## src/cdata_marker_stripper_defines.svh

```systemverilog
// ---------------------------------------------------------------------------
// CDATA marker stripper assertion macros
// Shared overlapping-implication and next-cycle checks, clocked on clk and
// disabled while rst_n is low.
// ---------------------------------------------------------------------------
`ifndef CDATA_MARKER_STRIPPER_DEFINES_SVH
`define CDATA_MARKER_STRIPPER_DEFINES_SVH

// Consequent must hold in the same cycle as the antecedent.
`define CDMS_ASSERT_SAME(lbl, ante, cons, msg) \
    lbl: assert property (@(posedge clk) disable iff (!rst_n) (ante) |-> (cons)) \
        else $error(msg);

// Consequent must hold in the cycle after the antecedent.
`define CDMS_ASSERT_NEXT(lbl, ante, cons, msg) \
    lbl: assert property (@(posedge clk) disable iff (!rst_n) (ante) |=> (cons)) \
        else $error(msg);

`endif

```

## src/cdms_pkg.sv

```systemverilog
// ---------------------------------------------------------------------------
// cdms_pkg
// Types, marker strings and match helpers for the CDATA marker stripper.
// ---------------------------------------------------------------------------
`timescale 1ns / 1ps
`default_nettype none

package cdms_pkg;

    localparam int WIN_DEPTH = 9;
    localparam int OPEN_LEN  = 9;
    localparam int CLOSE_LEN = 3;

    localparam logic [8*OPEN_LEN-1:0]  OPEN_STR  = "<![cdata[";
    localparam logic [8*CLOSE_LEN-1:0] CLOSE_STR = "]]>";

    typedef logic [7:0] byte_t;
    typedef byte_t [WIN_DEPTH-1:0] win_t;
    typedef logic [3:0] fill_t;

    typedef enum logic [1:0] {
        DEC_EMIT,
        DEC_OPEN,
        DEC_CLOSE
    } dec_kind_t;

    typedef struct packed {
        dec_kind_t kind;
        byte_t     head;
        logic      final_emit;
    } decision_t;

    // Fold ASCII upper case letters to lower case; everything else as is.
    function automatic byte_t fold_case(byte_t c);
        byte_t r;
        r = c;
        if (c inside {[8'h41:8'h5A]})
        begin
            r = c + 8'd32;
        end
        return r;
    endfunction

    function automatic logic opens_at(win_t w);
        logic hit;
        hit = 1'b1;
        for (int k = 0; k < OPEN_LEN; k++)
        begin
            if (fold_case(w[k]) != OPEN_STR[8*(OPEN_LEN-1-k) +: 8])
            begin
                hit = 1'b0;
            end
        end
        return hit;
    endfunction

    function automatic logic closes_at(byte_t a, byte_t b, byte_t c);
        return (a == CLOSE_STR[23:16]) && (b == CLOSE_STR[15:8]) && (c == CLOSE_STR[7:0]);
    endfunction

    // Drop n bytes from the front of the window; the tail is don't care.
    function automatic win_t shift_win(win_t w, int unsigned n);
        win_t r;
        r = w;
        for (int unsigned i = 0; i < WIN_DEPTH; i++)
        begin
            if (i + n < WIN_DEPTH)
            begin
                r[i] = w[i + n];
            end
        end
        return r;
    endfunction

endpackage

`default_nettype wire

```

## src/cdms_head_decide.sv

```systemverilog
// ---------------------------------------------------------------------------
// cdms_head_decide
// Decides the head of the look-ahead window: open marker, close marker or
// pass-through byte, and whether an emitted byte is the last of a drain.
// ---------------------------------------------------------------------------
`timescale 1ns / 1ps
`default_nettype none

module cdms_head_decide (
    input  wire cdms_pkg::win_t      win,
    input  wire cdms_pkg::fill_t     fill,
    input  wire logic                in_section,
    output cdms_pkg::decision_t      dec
);

    logic open_hit;
    logic close_hit;
    logic tail_close;

    always_comb
    begin
        open_hit  = (fill == cdms_pkg::fill_t'(cdms_pkg::OPEN_LEN)) && cdms_pkg::opens_at(win);
        close_hit = in_section && (fill >= cdms_pkg::fill_t'(cdms_pkg::CLOSE_LEN))
                    && cdms_pkg::closes_at(win[0], win[1], win[2]);
        // After emitting the head, only a trailing close marker could still drop bytes.
        tail_close = in_section && (fill == cdms_pkg::fill_t'(cdms_pkg::CLOSE_LEN + 1))
                     && cdms_pkg::closes_at(win[1], win[2], win[3]);

        dec.head       = win[0];
        dec.final_emit = (fill <= 4'd1) || tail_close;
        if (open_hit)
        begin
            dec.kind = cdms_pkg::DEC_OPEN;
        end
        else if (close_hit)
        begin
            dec.kind = cdms_pkg::DEC_CLOSE;
        end
        else
        begin
            dec.kind = cdms_pkg::DEC_EMIT;
        end
    end

endmodule

`default_nettype wire

```

## src/cdata_marker_stripper.sv

```systemverilog
// ---------------------------------------------------------------------------
// cdata_marker_stripper
// Byte stream filter that removes CDATA open and close markers.
// ---------------------------------------------------------------------------
// Input channel: data_byte and end_of_doc, transfer when in_valid is high
// and in_stall is low. Output channel: out_byte, byte_valid, out_last,
// transfer when out_valid is high and out_stall is low.
// Bytes are held in a nine-byte look-ahead window. While the window fills,
// no result appears; after that each accepted byte gives at most one result
// in the next cycle; one byte is taken every cycle while in_stall is low.
// On the byte flagged end_of_doc the window drains one head decision per
// cycle while the output is free; in_stall stays high until the drain ends.
// The last result carries out_last; a document that leaves nothing gives one
// result with byte_valid low and out_last high.
// A single output register sits between the sides: when it is full and
// out_stall is high, everything holds and in_stall rises.
// Reset empties the window and clears the section, drain and valid flags.
// ---------------------------------------------------------------------------
`timescale 1ns / 1ps
`default_nettype none
`include "cdata_marker_stripper_defines.svh"

module cdata_marker_stripper (
    input  wire logic       clk,
    input  wire logic       rst_n,
    input  wire logic       in_valid,
    output logic            in_stall,
    input  wire logic [7:0] data_byte,
    input  wire logic       end_of_doc,
    output logic            out_valid,
    input  wire logic       out_stall,
    output logic [7:0]      out_byte,
    output logic            byte_valid,
    output logic            out_last
);

    cdms_pkg::win_t      win_reg, win_next;
    cdms_pkg::fill_t     fill_reg, fill_next;
    logic                inside_reg, inside_next;
    logic                drain_reg, drain_next;
    logic                emitted_reg, emitted_next;

    logic                out_valid_reg, out_valid_next;
    cdms_pkg::byte_t     out_byte_reg, out_byte_next;
    logic                byte_valid_reg, byte_valid_next;
    logic                out_last_reg, out_last_next;

    cdms_pkg::win_t      ext_win;
    cdms_pkg::win_t      dec_win;
    cdms_pkg::fill_t     dec_fill;
    cdms_pkg::decision_t dec;

    logic                out_free;
    logic                in_take;
    logic                load;
    cdms_pkg::byte_t     ld_byte;
    logic                ld_valid;
    logic                ld_last;

    cdms_head_decide u_decide (
        .win        (dec_win),
        .fill       (dec_fill),
        .in_section (inside_reg),
        .dec        (dec)
    );

    always_comb
    begin
        out_free = !out_valid_reg || !out_stall;
        in_stall = drain_reg || !out_free;
        in_take  = in_valid && !in_stall;

        for (int i = 0; i < cdms_pkg::WIN_DEPTH; i++)
        begin
            ext_win[i] = (fill_reg == cdms_pkg::fill_t'(i)) ? data_byte : win_reg[i];
        end
        dec_win  = drain_reg ? win_reg : ext_win;
        dec_fill = drain_reg ? fill_reg : fill_reg + 4'd1;
    end

    // Window and section control
    always_comb
    begin
        win_next     = win_reg;
        fill_next    = fill_reg;
        inside_next  = inside_reg;
        drain_next   = drain_reg;
        emitted_next = emitted_reg;
        load         = 1'b0;
        ld_byte      = dec.head;
        ld_valid     = 1'b1;
        ld_last      = 1'b0;

        if (drain_reg && out_free)
        begin
            case (dec.kind)
                cdms_pkg::DEC_EMIT:
                begin
                    load    = 1'b1;
                    ld_last = dec.final_emit;
                    if (dec.final_emit)
                    begin
                        fill_next   = '0;
                        inside_next = 1'b0;
                        drain_next  = 1'b0;
                    end
                    else
                    begin
                        win_next     = cdms_pkg::shift_win(win_reg, 1);
                        fill_next    = fill_reg - 4'd1;
                        emitted_next = 1'b1;
                    end
                end
                cdms_pkg::DEC_OPEN:
                begin
                    // Open marker swallows the whole window and ends the document.
                    fill_next   = '0;
                    inside_next = 1'b0;
                    drain_next  = 1'b0;
                    load        = !emitted_reg;
                    ld_byte     = '0;
                    ld_valid    = 1'b0;
                    ld_last     = 1'b1;
                end
                cdms_pkg::DEC_CLOSE:
                begin
                    inside_next = 1'b0;
                    if (fill_reg == cdms_pkg::fill_t'(cdms_pkg::CLOSE_LEN))
                    begin
                        fill_next  = '0;
                        drain_next = 1'b0;
                        load       = !emitted_reg;
                        ld_byte    = '0;
                        ld_valid   = 1'b0;
                        ld_last    = 1'b1;
                    end
                    else
                    begin
                        win_next  = cdms_pkg::shift_win(win_reg, cdms_pkg::CLOSE_LEN);
                        fill_next = fill_reg - cdms_pkg::fill_t'(cdms_pkg::CLOSE_LEN);
                    end
                end
                default:
                begin
                    drain_next = drain_reg;
                end
            endcase
        end
        else if (in_take)
        begin
            if (end_of_doc)
            begin
                win_next     = ext_win;
                fill_next    = fill_reg + 4'd1;
                drain_next   = 1'b1;
                emitted_next = 1'b0;
            end
            else if (dec_fill == cdms_pkg::fill_t'(cdms_pkg::WIN_DEPTH))
            begin
                case (dec.kind)
                    cdms_pkg::DEC_EMIT:
                    begin
                        load      = 1'b1;
                        win_next  = cdms_pkg::shift_win(ext_win, 1);
                        fill_next = cdms_pkg::fill_t'(cdms_pkg::WIN_DEPTH - 1);
                    end
                    cdms_pkg::DEC_OPEN:
                    begin
                        fill_next   = '0;
                        inside_next = 1'b1;
                    end
                    cdms_pkg::DEC_CLOSE:
                    begin
                        win_next    = cdms_pkg::shift_win(ext_win, cdms_pkg::CLOSE_LEN);
                        fill_next   = cdms_pkg::fill_t'(cdms_pkg::WIN_DEPTH - cdms_pkg::CLOSE_LEN);
                        inside_next = 1'b0;
                    end
                    default:
                    begin
                        win_next = ext_win;
                    end
                endcase
            end
            else
            begin
                win_next  = ext_win;
                fill_next = fill_reg + 4'd1;
            end
        end
    end

    // Output register: load when free, hold while stalled
    always_comb
    begin
        out_valid_next  = out_valid_reg;
        out_byte_next   = out_byte_reg;
        byte_valid_next = byte_valid_reg;
        out_last_next   = out_last_reg;
        if (out_free)
        begin
            out_valid_next  = load;
            out_byte_next   = ld_byte;
            byte_valid_next = ld_valid;
            out_last_next   = ld_last;
        end
    end

    always_ff @(posedge clk or negedge rst_n)
    begin
        if (!rst_n)
        begin
            fill_reg      <= '0;
            inside_reg    <= 1'b0;
            drain_reg     <= 1'b0;
            emitted_reg   <= 1'b0;
            out_valid_reg <= 1'b0;
        end
        else
        begin
            fill_reg      <= fill_next;
            inside_reg    <= inside_next;
            drain_reg     <= drain_next;
            emitted_reg   <= emitted_next;
            out_valid_reg <= out_valid_next;
        end
    end

    always_ff @(posedge clk)
    begin
        win_reg        <= win_next;
        out_byte_reg   <= out_byte_next;
        byte_valid_reg <= byte_valid_next;
        out_last_reg   <= out_last_next;
    end

    assign out_valid  = out_valid_reg;
    assign out_byte   = out_byte_reg;
    assign byte_valid = byte_valid_reg;
    assign out_last   = out_last_reg;

    `CDMS_ASSERT_SAME(a_fill_bound, !drain_reg, fill_reg <= 4'd8, "window overfull between bytes")
    `CDMS_ASSERT_NEXT(a_drain_start, in_take && end_of_doc, drain_reg,
                      "drain did not start on last byte")
    `CDMS_ASSERT_NEXT(a_drain_end, out_free && load && ld_last,
                      !drain_reg && fill_reg == 4'd0 && !inside_reg, "state not cleared after last result")
    `CDMS_ASSERT_SAME(a_empty_is_last, out_valid_reg && !byte_valid_reg, out_last_reg,
                      "empty result without last flag")
    `CDMS_ASSERT_SAME(a_drain_stall, drain_reg, in_stall, "input accepted during drain")

endmodule

`default_nettype wire
```

## config.mk

```make
export PLATFORM = sky130hd
export DESIGN_NAME = cdata_marker_stripper
export DESIGN_NICKNAME = d
export VERILOG_FILES = /design/src/cdms_pkg.sv /design/src/cdms_head_decide.sv /design/src/cdata_marker_stripper.sv
export VERILOG_INCLUDE_DIRS = /design/src /design/src/src
export SDC_FILE = /design/constraint.sdc
export NUM_CORES = 1
export LEC_CHECK = 0
export BUFFER_PORTS_ARGS = -buffer_cell sky130_fd_sc_hd__buf_2
export CORE_AREA = 2 2 132 160
export CTS_CLUSTER_SIZE = 10
export DETAILED_ROUTE_END_ITERATION = 8
export DIE_AREA = 0 0 134 162
export HOLD_SLACK_MARGIN = 0.1
export MAX_ROUTING_LAYER = met4
export PLACE_DENSITY_LB_ADDON = 0.25
export SLEW_MARGIN = 5
export SYNTH_ARGS = -nofsm -noshare
export SYNTH_HDL_FRONTEND = slang
export SYNTH_SLANG_ARGS = --single-unit
```

## constraint.sdc

```tcl
create_clock -name clk -period 7.55 [get_ports clk]
set_clock_uncertainty 0.1 [all_clocks]
set_input_delay 0.3775 -clock clk [delete_from_list [all_inputs] [get_ports clk]]
set_output_delay 0.3775 -clock clk [all_outputs]
set_load 0.01 [all_outputs]
```

==> results.cfg <==
[pwr]
leakagePower_uw = 0.00337
seq_power_share_pct = 33.5
p_sw_share_pct = 49.8
p_per_area_mw_per_mm2 = 449
p_switching_uw = 2100
total_power_uw = 4210
comb_power_share_pct = 55.7
power.share.clock_pct = 10.8
peakVddDrop_uv = 246
internal_power_uw = 2110

[logic_synthesis]
async_flop_share_pct = 8.89
synth_top_family_by_area = simple AND/OR/NAND/NOR gates
synth_adder_area_share_pct = 1.68
synth_seq_cells = 90
synth-edff-count = 82
syn-mean-instance-area_um2 = 8.19
synthCells = 1089
synth-compound-area-share_pct = 20.8
ys_seq_area_share_pct = 29.8
yosysWarnings = 0
ys.flop_type = edfxtp_1
synthMuxAreaShare_pct = 13.2
synth_cell_types = 85
syn_nets = 1114
syn_area_mm2 = 0.00892
synthXorXnorAreaFrac_pct = 0.491
synth-simple-area-share_pct = 27.8

[drt]
wl_met2_um = 16000
dr.max_layer_used = met4
wire_per_inst_um = 27.0
dr.pass1.iters = 8
vias = 9164
drtIter0Drc = 1178
final_antenna_net_count = 0
met3_wirelength_um = 3200
via_per_inst = 7.00
routed_wl_um = 35300
post-route-drc-count = 0
routedLengthMet1_um = 14100

[die]
core_mm2 = 0.0200
initial_core_util_pct = 44.5
rows = 57
die_h_um = 162
die_w_um = 134
dieArea_mm2 = 0.0217
io_pins = 25

[finish]
fin_util_pct = 46.8
fin_area_mm2 = 0.00937
final_cell_mix = 148 x nand2_1, 85 x nor2_1, 82 x mux2i_1, 82 x edfxtp_1, 72 x a21oi_1
antenna_cells = 0
area_growth_pct = 5.09
n_fill_cell = 1980
layout_commonest_cell = nand2_1
largest_reg_flops = 72
nets = 1064
drive_above_1_share_pct = 11.8

[setup_path]
r2r_cells = 13
cp_max_fo = 16
max_stage_delay_ns = 0.89
worst_r2r_endpoint = win_reg[58]
crit_arrival_ns = 6.13
slowest_stage = nor4b_4
crit_required_ns = 7.40
path_cells = inv_1 -> ha_1 -> nor4b_4 -> mux2i_1 -> inv_1 -> ha_1 -> o31a_1 -> or2_4 -> nor4_4 -> nand3_1 -> buf_4 -> o21ai_0 -> nand2_1
crit_type = flip-flop to flip-flop
crit_family = simple AND/OR/NAND/NOR gates
cp-start-kind = flip-flop
reg2reg_from = fill_reg[0]
rrSetupSlack_ns = 1.26
timing.critical_path.buf_inv = 3
endpoint_kind = flip-flop

[worst_hold_path]
min_path_type = primary input to flip-flop
min_to = emitted_reg
worstHoldPathCells = 4
min_from = end_of_doc

[global_routing]
grt.overflow.total = 0
grt_max_degree = 89
grt_pass1_vias = 8520
antenna_found_initial = 0
grt_pass1_wl_um = 53200
grt_usage_pct = 33.1

[placed_design]
gp_congestion = 1.02
port_buffers = 24
postPlaceCellArea_mm2 = 0.00909
dpl.hpwl_um = 23600

[clocking]
insertion_delay_ns = 0.37
post_cts_buffers = 0
ctsHoldBuffers = 1
cts_tree = built
cts-resized-gates = 0
root_buffer = clkbuf_16
cts_max_level = 3
cts.sinks = 90
clock_path_buffers = 2
tritoncts.num_buffers = 9
clk_pin_slew_ns = 0.07

[sta]
final-max-slew-violation-count = 0
worst_slew_pin_slew_ns = 1.21
relSlewSlack_pct = 19.3
rsz0062_at_grt = false
finalHoldViolCount = 0
tns_ns = 0
fmax_mhz = 159
hold-worst-slack_ns = 0.253
setup-violations-final = 0
period_minus_slack_ns = 6.29
post-route-period-util_pct = 83.2

[run_status]
status = complete, no violations

[run]
maxCapViolations = 0
Yosys cell counts (27+ instances only):
cell type    n  area share (%)
o21ai_0     49             2.7
nor3_1      32             1.8
nand2_1    149             6.3
nand4_1     27             1.9
a21oi_1     73             4.1
nor2_1      88             3.7
mux2i_1     83             9.3
edfxtp_1    82              28
nand3_1     28             1.6
clkbuf_1    74             3.1
a211oi_1    35             2.9
mux2_2      28             3.5
stage by stage:
stage	worst slack, ns	instances
floorplan	0.879	1089
global placement	1.56	1292
detailed placement	1.33	1292
CTS	1.32	1309
global route	0.834	1309
finish	1.26	1309
how the worst max path moves through the flow:
| stage | startpoint | endpoint | cells after the start |
|---|---|---|---|
| after floorplan | fill_reg[1] | win_reg[0] | 17 |
| after global placement | fill_reg[0] | win_reg[51] | 13 |
| after detailed placement | fill_reg[0] | win_reg[51] | 13 |
| after CTS | fill_reg[0] | win_reg[58] | 13 |
| after global routing | fill_reg[0] | win_reg[58] | 13 |
| final | fill_reg[0] | win_reg[58] | 13 |
cells by family (layout without fill, tap and decap cells):
| group | Yosys count | after routing |
|---|---|---|
| AOI/OAI and AO/OA | 274 | 274 |
| xor gates and xnor gates | 5 | 5 |
| adders and majority gates | 12 | 12 |
| buffers and inverters | 125 | 80 |
| DFF | 90 | 90 |
| muxes | 113 | 113 |
| and+or+nand+nor | 470 | 470 |
tightest hold or removal path: cells and delay by family:
family,cells,cell delay [ns]
buffers and inverters,1,0.14
and+or+nand+nor,3,0.17
power by group through the flow:
stage          clock [uW]  combinational, uW  sequential, uW
2_1_floorplan           0               1760            1180
6_report              455               2350            1410
5_1_grt               475               2560            1420
3_3_place_gp            0               2280            1390
3_5_place_dp            0               2290            1390
4_1_cts               455               2300            1380
area by class of cell:
class | count | area, um2 | share of cell area [%]
flip-flops and latches | 90 | 2660 | 28.4
well taps | 265 | 332 | 3.54
clock inverters | 7 | 51.3 | 0.547
inverters | 20 | 75.1 | 0.801
clock buffers | 9 | 225 | 2.40
repair buffers | 44 | 273 | 2.91
multi-input cells | 874 | 5760 | 61.4
routing by layer:
layer	vias to the layer above	track usage, %
met5	-	-
met4	0	16.0
met3	118	4.84
met2	601	51.6
met1	4435	42.3
li1	4010	-
Power figures use the tool's default switching activity.
